## src/rtl/oid_pkg.sv

```systemverilog
// Shared types and codes for the ordered id/offset table.
// Holds the operation and status codes, the controller states and the
// command and status structs between controller and datapath. No dependencies.
`default_nettype none

package oid_pkg;

	// Operation codes carried by func.
	localparam logic [1:0] OP_INSERT = 2'd0;
	localparam logic [1:0] OP_SEARCH = 2'd1;
	localparam logic [1:0] OP_DELETE = 2'd2;

	// Result status codes.
	localparam logic [1:0] ST_DONE      = 2'd0;
	localparam logic [1:0] ST_NOT_FOUND = 2'd1;
	localparam logic [1:0] ST_FULL      = 2'd2;

	// Field widths fixed by the interface.
	localparam int KEY_W    = 32;
	localparam int OFFSET_W = 31;
	localparam int TOTAL_W  = 5;

	// Controller states.
	typedef enum logic [2:0] {
		S_IDLE,
		S_DECODE,
		S_SCAN,
		S_SHIFT,
		S_FINISH
	} state_t;

	// Read address selection for the table memory.
	typedef enum logic [1:0] {
		RD_ZERO,
		RD_IDX1,
		RD_IDX2
	} rd_sel_t;

	// Commands from the controller to the datapath.
	typedef struct packed {
		logic    load_item;
		logic    ins_write;
		logic    shift_write;
		rd_sel_t rd_sel;
		logic    idx_clr;
		logic    idx_inc;
		logic    count_dec;
		logic    set_done;
		logic    set_full;
		logic    take_found;
		logic    out_load;
	} cmd_t;

	// Status from the datapath to the controller.
	typedef struct packed {
		logic [1:0] func;
		logic       count_zero;
		logic       count_full;
		logic       match;
		logic       last;
		logic       out_free;
	} sts_t;

endpackage

`default_nettype wire

```

## src/rtl/oid_dp.sv

```systemverilog
// Datapath of the ordered id/offset table: entry memory, count, scan index,
// latched transaction and the result register.
// Depends on oid_pkg.
`default_nettype none

module oid_dp #(
	parameter int TABLE_DEPTH = 16
) (
	input  wire logic                                clk,
	input  wire logic                                arst_n,
	input  wire oid_pkg::cmd_t                       cmd,
	output oid_pkg::sts_t                            sts,
	input  wire logic [1:0]                          func,
	input  wire logic signed [oid_pkg::KEY_W-1:0]    key,
	input  wire logic [oid_pkg::OFFSET_W-1:0]        offset_value,
	output logic                                     rsp_valid,
	input  wire logic                                rsp_stall,
	output logic [1:0]                               status,
	output logic [oid_pkg::OFFSET_W-1:0]             found_offset,
	output logic [oid_pkg::TOTAL_W-1:0]              entry_total
);

	localparam int AW = (TABLE_DEPTH > 1) ? $clog2(TABLE_DEPTH) : 1;
	localparam int CW = $clog2(TABLE_DEPTH + 1);
	localparam int DW = oid_pkg::KEY_W + oid_pkg::OFFSET_W;

	// Entry memory, one id and offset per word, oldest entry at address zero.
	logic [DW-1:0] entry_mem [TABLE_DEPTH];
	logic [DW-1:0] rd_data_q;

	logic [1:0]                    func_q;
	logic [oid_pkg::KEY_W-1:0]     key_q;
	logic [oid_pkg::OFFSET_W-1:0]  ofs_q;
	logic [CW-1:0]                 count_q;
	logic [CW-1:0]                 idx_q;
	logic [1:0]                    status_q;
	logic [oid_pkg::OFFSET_W-1:0]  found_q;
	logic                          rsp_valid_q;
	logic [1:0]                    rsp_status_q;
	logic [oid_pkg::OFFSET_W-1:0]  rsp_found_q;
	logic [oid_pkg::TOTAL_W-1:0]   rsp_total_q;

	logic [CW:0]   idx_plus1;
	logic [CW-1:0] rd_idx;
	logic [AW-1:0] rd_addr;
	logic          wr_en;
	logic [AW-1:0] wr_addr;
	logic [DW-1:0] wr_data;

	assign idx_plus1 = {1'b0, idx_q} + (CW+1)'(1);

	// Read address selection.
	always_comb begin
		case (cmd.rd_sel)
			oid_pkg::RD_ZERO: rd_idx = '0;
			oid_pkg::RD_IDX1: rd_idx = idx_q + CW'(1);
			oid_pkg::RD_IDX2: rd_idx = idx_q + CW'(2);
			default:          rd_idx = '0;
		endcase
	end
	assign rd_addr = rd_idx[AW-1:0];

	// Write port: append on insert, move one entry down on delete.
	always_comb begin
		wr_en   = cmd.ins_write | cmd.shift_write;
		wr_addr = cmd.ins_write ? count_q[AW-1:0] : idx_q[AW-1:0];
		wr_data = cmd.ins_write ? {key_q, ofs_q} : rd_data_q;
	end

	// Memory access, read data registered.
	always_ff @(posedge clk) begin
		if (wr_en) begin
			entry_mem[wr_addr] <= wr_data;
		end
		rd_data_q <= entry_mem[rd_addr];
	end

	// Latched transaction.
	always_ff @(posedge clk) begin
		if (cmd.load_item) begin
			func_q <= func;
			key_q  <= key;
			ofs_q  <= offset_value;
		end
	end

	// Entry count and scan index.
	always_ff @(posedge clk or negedge arst_n) begin
		if (!arst_n) begin
			count_q <= '0;
			idx_q   <= '0;
		end else begin
			if (cmd.ins_write) begin
				count_q <= count_q + CW'(1);
			end else if (cmd.count_dec) begin
				count_q <= count_q - CW'(1);
			end
			if (cmd.idx_clr) begin
				idx_q <= '0;
			end else if (cmd.idx_inc) begin
				idx_q <= idx_plus1[CW-1:0];
			end
		end
	end

	// Working result of the current transaction.
	always_ff @(posedge clk) begin
		if (cmd.load_item) begin
			status_q <= oid_pkg::ST_NOT_FOUND;
			found_q  <= '0;
		end else begin
			if (cmd.set_done) begin
				status_q <= oid_pkg::ST_DONE;
			end else if (cmd.set_full) begin
				status_q <= oid_pkg::ST_FULL;
			end
			if (cmd.take_found) begin
				found_q <= rd_data_q[oid_pkg::OFFSET_W-1:0];
			end
		end
	end

	// Output register, loaded only when empty or being taken.
	always_ff @(posedge clk or negedge arst_n) begin
		if (!arst_n) begin
			rsp_valid_q <= 1'b0;
		end else begin
			rsp_valid_q <= cmd.out_load | (rsp_valid_q & rsp_stall);
		end
	end

	always_ff @(posedge clk) begin
		if (cmd.out_load) begin
			rsp_status_q <= status_q;
			rsp_found_q  <= found_q;
			rsp_total_q  <= oid_pkg::TOTAL_W'(count_q);
		end
	end

	assign rsp_valid    = rsp_valid_q;
	assign status       = rsp_status_q;
	assign found_offset = rsp_found_q;
	assign entry_total  = rsp_total_q;

	// Status toward the controller.
	always_comb begin
		sts.func       = func_q;
		sts.count_zero = (count_q == '0);
		sts.count_full = ({1'b0, count_q} >= (CW+1)'(TABLE_DEPTH));
		sts.match      = (rd_data_q[DW-1:oid_pkg::OFFSET_W] == key_q);
		sts.last       = (idx_plus1 >= {1'b0, count_q});
		sts.out_free   = ~rsp_valid_q | ~rsp_stall;
	end

endmodule

`default_nettype wire

```

## src/rtl/oid_ctrl.sv

```systemverilog
// Controller of the ordered id/offset table: sequences insert, the oldest-first
// scan, the shift that closes a gap on delete, and the hand-off of the result.
// Depends on oid_pkg.
`default_nettype none

module oid_ctrl (
	input  wire logic          clk,
	input  wire logic          arst_n,
	input  wire logic          req_valid,
	output logic               req_stall,
	input  wire oid_pkg::sts_t sts,
	output oid_pkg::cmd_t      cmd
);

	oid_pkg::state_t state_q;
	oid_pkg::state_t state_d;

	// State register.
	always_ff @(posedge clk or negedge arst_n) begin
		if (!arst_n) begin
			state_q <= oid_pkg::S_IDLE;
		end else begin
			state_q <= state_d;
		end
	end

	// Next state and commands.
	always_comb begin
		state_d    = state_q;
		cmd        = '0;
		cmd.rd_sel = oid_pkg::RD_ZERO;
		req_stall  = 1'b1;
		unique case (state_q)
			oid_pkg::S_IDLE: begin
				req_stall = 1'b0;
				if (req_valid) begin
					cmd.load_item = 1'b1;
					state_d       = oid_pkg::S_DECODE;
				end
			end
			oid_pkg::S_DECODE: begin
				state_d = oid_pkg::S_FINISH;
				unique case (sts.func) inside
					oid_pkg::OP_INSERT: begin
						if (sts.count_full) begin
							cmd.set_full = 1'b1;
						end else begin
							cmd.ins_write = 1'b1;
							cmd.set_done  = 1'b1;
						end
					end
					oid_pkg::OP_SEARCH, oid_pkg::OP_DELETE: begin
						if (!sts.count_zero) begin
							cmd.rd_sel  = oid_pkg::RD_ZERO;
							cmd.idx_clr = 1'b1;
							state_d     = oid_pkg::S_SCAN;
						end
					end
					default: begin
						state_d = oid_pkg::S_FINISH;
					end
				endcase
			end
			oid_pkg::S_SCAN: begin
				// Compare the entry at the index while the next one is read.
				cmd.rd_sel = oid_pkg::RD_IDX1;
				if (sts.match) begin
					if (sts.func == oid_pkg::OP_SEARCH) begin
						cmd.take_found = 1'b1;
						cmd.set_done   = 1'b1;
						state_d        = oid_pkg::S_FINISH;
					end else begin
						state_d = oid_pkg::S_SHIFT;
					end
				end else if (sts.last) begin
					state_d = oid_pkg::S_FINISH;
				end else begin
					cmd.idx_inc = 1'b1;
				end
			end
			oid_pkg::S_SHIFT: begin
				// Move each younger entry down one place.
				cmd.rd_sel = oid_pkg::RD_IDX2;
				if (sts.last) begin
					cmd.count_dec = 1'b1;
					cmd.set_done  = 1'b1;
					state_d       = oid_pkg::S_FINISH;
				end else begin
					cmd.shift_write = 1'b1;
					cmd.idx_inc     = 1'b1;
				end
			end
			oid_pkg::S_FINISH: begin
				if (sts.out_free) begin
					cmd.out_load = 1'b1;
					state_d      = oid_pkg::S_IDLE;
				end
			end
			default: begin
				state_d = oid_pkg::S_IDLE;
			end
		endcase
	end

endmodule

`default_nettype wire

```

## src/rtl/ordered_id_offset_table.sv

```systemverilog
// Ordered id/offset table: keeps up to TABLE_DEPTH (id, offset) pairs in
// insertion order. Each request transaction carries func (insert, search,
// delete), key and offset_value; each yields one response transaction with
// status, found_offset and entry_total.
// Both channels use valid/stall; a transaction moves on a clock edge with
// valid high and stall low. req_stall is low only while the block is idle.
// Steps: an insert, or an operation on an empty table, goes from the decode
// state to the finish state, which loads the response register. Search and
// delete scan the table oldest first, one entry per cycle through the single
// read port of the entry memory; a search stops at a match, a delete then
// moves each younger entry down one place at the same rate, and a miss ends
// after the last entry. Each outcome is loaded from the finish state, and
// the next request is accepted in the idle state that follows the hand-off.
// The response waits in an output register; the next request is accepted
// while it is still stalled, and the block holds its finished result until
// the output register frees up.
// Reset empties the table at once (count cleared); entry contents need no
// clearing pass.
// Depends on oid_pkg, oid_ctrl and oid_dp.
`default_nettype none

module ordered_id_offset_table #(
	parameter int TABLE_DEPTH = 16
) (
	input  wire logic                              clk,
	input  wire logic                              arst_n,
	input  wire logic                              req_valid,
	output logic                                   req_stall,
	input  wire logic [1:0]                        func,
	input  wire logic signed [oid_pkg::KEY_W-1:0]  key,
	input  wire logic [oid_pkg::OFFSET_W-1:0]      offset_value,
	output logic                                   rsp_valid,
	input  wire logic                              rsp_stall,
	output logic [1:0]                             status,
	output logic [oid_pkg::OFFSET_W-1:0]           found_offset,
	output logic [oid_pkg::TOTAL_W-1:0]            entry_total
);

	oid_pkg::cmd_t cmd;
	oid_pkg::sts_t sts;

	oid_ctrl u_ctrl (
		.clk       (clk),
		.arst_n    (arst_n),
		.req_valid (req_valid),
		.req_stall (req_stall),
		.sts       (sts),
		.cmd       (cmd)
	);

	oid_dp #(
		.TABLE_DEPTH (TABLE_DEPTH)
	) u_dp (
		.clk          (clk),
		.arst_n       (arst_n),
		.cmd          (cmd),
		.sts          (sts),
		.func         (func),
		.key          (key),
		.offset_value (offset_value),
		.rsp_valid    (rsp_valid),
		.rsp_stall    (rsp_stall),
		.status       (status),
		.found_offset (found_offset),
		.entry_total  (entry_total)
	);

endmodule

`default_nettype wire
```

## config.mk

```make
export PLATFORM = sky130hd
export DESIGN_NAME = ordered_id_offset_table
export DESIGN_NICKNAME = d
export VERILOG_FILES = /design/src/rtl/oid_pkg.sv /design/src/rtl/oid_dp.sv /design/src/rtl/oid_ctrl.sv /design/src/rtl/ordered_id_offset_table.sv
export SDC_FILE = /design/constraint.sdc
export NUM_CORES = 1
export LEC_CHECK = 0
export BUFFER_PORTS_ARGS = -buffer_cell sky130_fd_sc_hd__buf_4
export CORE_AREA = 2 2 331 333
export DETAILED_ROUTE_END_ITERATION = 12
export DIE_AREA = 0 0 333 335
export SKIP_LAST_GASP = 1
export SLEW_MARGIN = 20
export SYNTH_ARGS = -nofsm -noshare
export SYNTH_HDL_FRONTEND = slang
export SYNTH_SLANG_ARGS = --single-unit
```

## constraint.sdc

```tcl
create_clock -name clk -period 10.1 [get_ports clk]
set_clock_uncertainty 0.05 [all_clocks]
set_input_delay 1.01 -clock clk [delete_from_list [all_inputs] [get_ports clk]]
set_output_delay 1.01 -clock clk [all_outputs]
set_load 0.005 [all_outputs]
```

==> results by group <==
Cells and area
  – Nets: 2471
  – Synth-to-Final Area Change: 14.53%
  – Design Area, Final: 52980 sq um
  – Ant. Diodes: 0
  – Share of cells above drive strength 1: 0.2505

Detailed routing
  – Routed via count: 21590
  – DR vias/cell: 5.528
  – Number of detailed-route iterations in the first pass: 5
  – 1st-iter DRT viols: 1934
  – Final Routed Wirelength: 103300 microns
  – Drc violations: 0
  – Final ANT Viol Nets: 0
  – Routed WL per cell: 26.45 microns

Clock tree
  – Postcts setup bufs: 0
  – Clk pin slew, worst setup/hold paths: 0.07 ns
  – Root buffer cell: clkbuf_16
  – Clk sinks: 1221
  – CTS tree: built
  – Bufs on Longest Clock Path: 3
  – Skew-Pair Late Insertion Delay: 0.70 ns
  – Total CTS buffers: 120
  – Post-CTS sizing: 0
  – H-tree Lvls: 3
  – # hold bufs at CTS: 0

Floorplanning
  – # rows: 121
  – Total die area: 111600 sq um
  – IO Pins: 109
  – Die Y: 335 microns
  – Core ar.: 108100 sq um
  – Die X: 333 microns
  – Initial Util: 0.4279

Placed design
  – Buffers on Ports: 108
  – Final HPWL DP: 51900 microns
  – RePlAce Congestion: 0.7804
  – DP Area: 48790 sq um

STA
  – Final Hold Violating Endpoints: 0
  – Minimum clock period: 5.038 ns
  – Final setup TNS: 0 ns
  – Final setup violation count: 0
  – Worst Tran Pin Value: 1.184 ns
  – Worst slew margin: 0.2106
  – Pins Over Slew Limit: 0
  – F_max: 0.1985 GHz
  – RSZ-0062 raised after global routing: no
  – Period utilization: 0.4988

Synth
  – Simple logic cell fraction of the synthesized area: 0.02654
  – Mux contribution to synthesized area: 0.1706
  – Area contributors post-synth: edfxtp_1, mux4_2, mux2i_1
  – Ys flop type: edfxtp_1
  – Post-synth top area cell: edfxtp_1
  – Synth Net Count: 2295
  – Number of flops mapped to enable cells by yosys: 1111
  – Synth Instances: 2210
  – Warnings, synthesis: 0
  – Largest family of logic cells by synthesized area: multiplexers
  – Synth Area in Compound Gates: 0.007087
  – Avg Synthesized Cell Area: 20.93 sq um
  – Synth Area in XOR/XNOR: 0.007195
  – Post-Synth Adder-Cell Area: 0.004490
  – Synthesized flop and latch total: 1221
  – Area share of the largest cell type after synthesis: 0.7213
  – Synth async-reset ratio: 0.01147
  – Post-synthesis sequential area ratio: 0.7704
  – Count of cell types in the netlist: 53
  – Synth Cell Area: 46250 sq um

Global routing
  – Vias in the first global route: 22500
  – Gr usage total: 0.1855
  – First-pass GRT wire length: 151900 microns
  – Pin count of the biggest net entering global routing: 166
  – Initial antenna violation count: 1
  – Global route overflow: 0

Status
  – Status: complete, no violations

Setup path
  – CP required: 10.58 ns
  – Crit path max fanout: 165
  – Setup crit start kind: flip-flop
  – Critical path class: reg2reg
  – Crit. End Element: flip-flop
  – CP arrival: 5.52 ns

Power
  – Leakage: 17.16 nW
  – PwrDens: 232.8 nW/um^2
  – Peak supply drop: 0.0001527 V

Run
  – Max-Cap Viols: 0

Worst hold path
  – HP Class: in2async
## cell usage after synthesis (14+ instances only)
cell      instances
buf_2            40
buf_6            17
clkbuf_1         23
dfrtp_1          14
dfxtp_1          96
edfxtp_1       1111
ha_1             15
inv_1            15
mux2i_1         220
mux4_2          252
nand2_1         205
nor2_1           60
xnor2_1          37
## layer usage
| layer | track usage | vias up | wire (microns) |
|---|---|---|---|
| li1 | - | 9283 | - |
| met1 | 0.2660 | 11540 | 45630 |
| met2 | 0.3016 | 648 | 50090 |
| met3 | 0.02648 | 120 | 5811 |
| met4 | 0.04515 | 0 | 1749 |
| met5 | 0 | - | 0 |
## cell type report
class	count	area, sq um
sequential	1221	35630
timing repair buffer	152	1174
clock inverter	72	877.1
inverter	15	57.56
clock buffer	155	3306
fill	8739	55120
multi-input combinational	876	10160
tap	1414	1769
## sequential cells by signal, summed over array words and instances, names as in the netlist
register           count
u_ctrl.state_q         3
u_dp.count_q           5
u_dp.entry_mem      1008
u_dp.entry_total       5
u_dp.found_offset     31
u_dp.found_q          31
u_dp.func_q            2
u_dp.idx_q             5
u_dp.key_q            32
u_dp.ofs_q            31
u_dp.rd_data_q        63
u_dp.rsp_valid         1
u_dp.status            2
u_dp.status_q          2
## per-stage QoR
stage	worst slack, ns	instances	power (mW)	util	hold slack (ns)
floorplan	4.649	2210	7.324	-	0.3580
global placement	5.117	3678	7.750	0.4513	0.3665
detailed placement	5.061	3678	7.814	0.4513	0.3694
CTS	5.023	3905	12.45	0.4900	0.07044
global route	4.837	3905	12.80	0.4901	0.09784
finish	5.062	3905	12.33	0.4901	0.1166
## worst max-delay path: stages, from the launching register on
cell	delay, ns
dfrtp_1	0.45
nor2b_1	0.32
and2_1	0.24
ha_1	0.33
a22oi_1	0.18
nor2_4	0.58
buf_12	0.74
buf_4	0.92
mux4_2	0.43
mux2i_1	0.16
mux2i_1	0.11
## path summary, 6_finish.rpt
path,startpoint,endpoint,slack [ns],cells after the start
min in group clk,u_dp.found_q[25],u_dp.found_offset[25],0.38,0
max in group asynchronous,arst_n,u_dp.count_q[1],9.69,1
setup / recovery,u_ctrl.state_q[2],u_dp.rd_data_q[17],5.06,10
hold / removal,arst_n,u_dp.idx_q[2],0.12,1
hold reg to reg,u_dp.found_q[25],u_dp.found_offset[25],0.38,0
setup reg to reg,u_ctrl.state_q[2],u_dp.rd_data_q[17],5.06,10
## logic make-up after synthesis
group / Yosys count
XOR/XNOR: 38
AND/OR/NAND/NOR: 302
multiplexers: 473
AO/OA/AOI/OAI: 47
flip-flops: 1221
adder cells (fa/ha/maj): 16
buffers and inverters: 113
## power by group
part | switching, mW | internal [mW]
logic | 0.900 | 0.591
registers | 0.147 | 6.05
clock network | 1.90 | 2.75
## cell usage in the layout, fill, tap and decap left out, drive strengths merged, types with 11 or more instances in the layout
cell         n
dfrtp       14
clkinvlp    11
mux2i      220
clkbuf     155
edfxtp    1111
buf        152
inv         20
dfxtp       96
ha          15
nor2        62
nand2      205
clkinv      39
mux4       252
bufinv      17
xnor2       37
(Power assumes the default switching activity.)
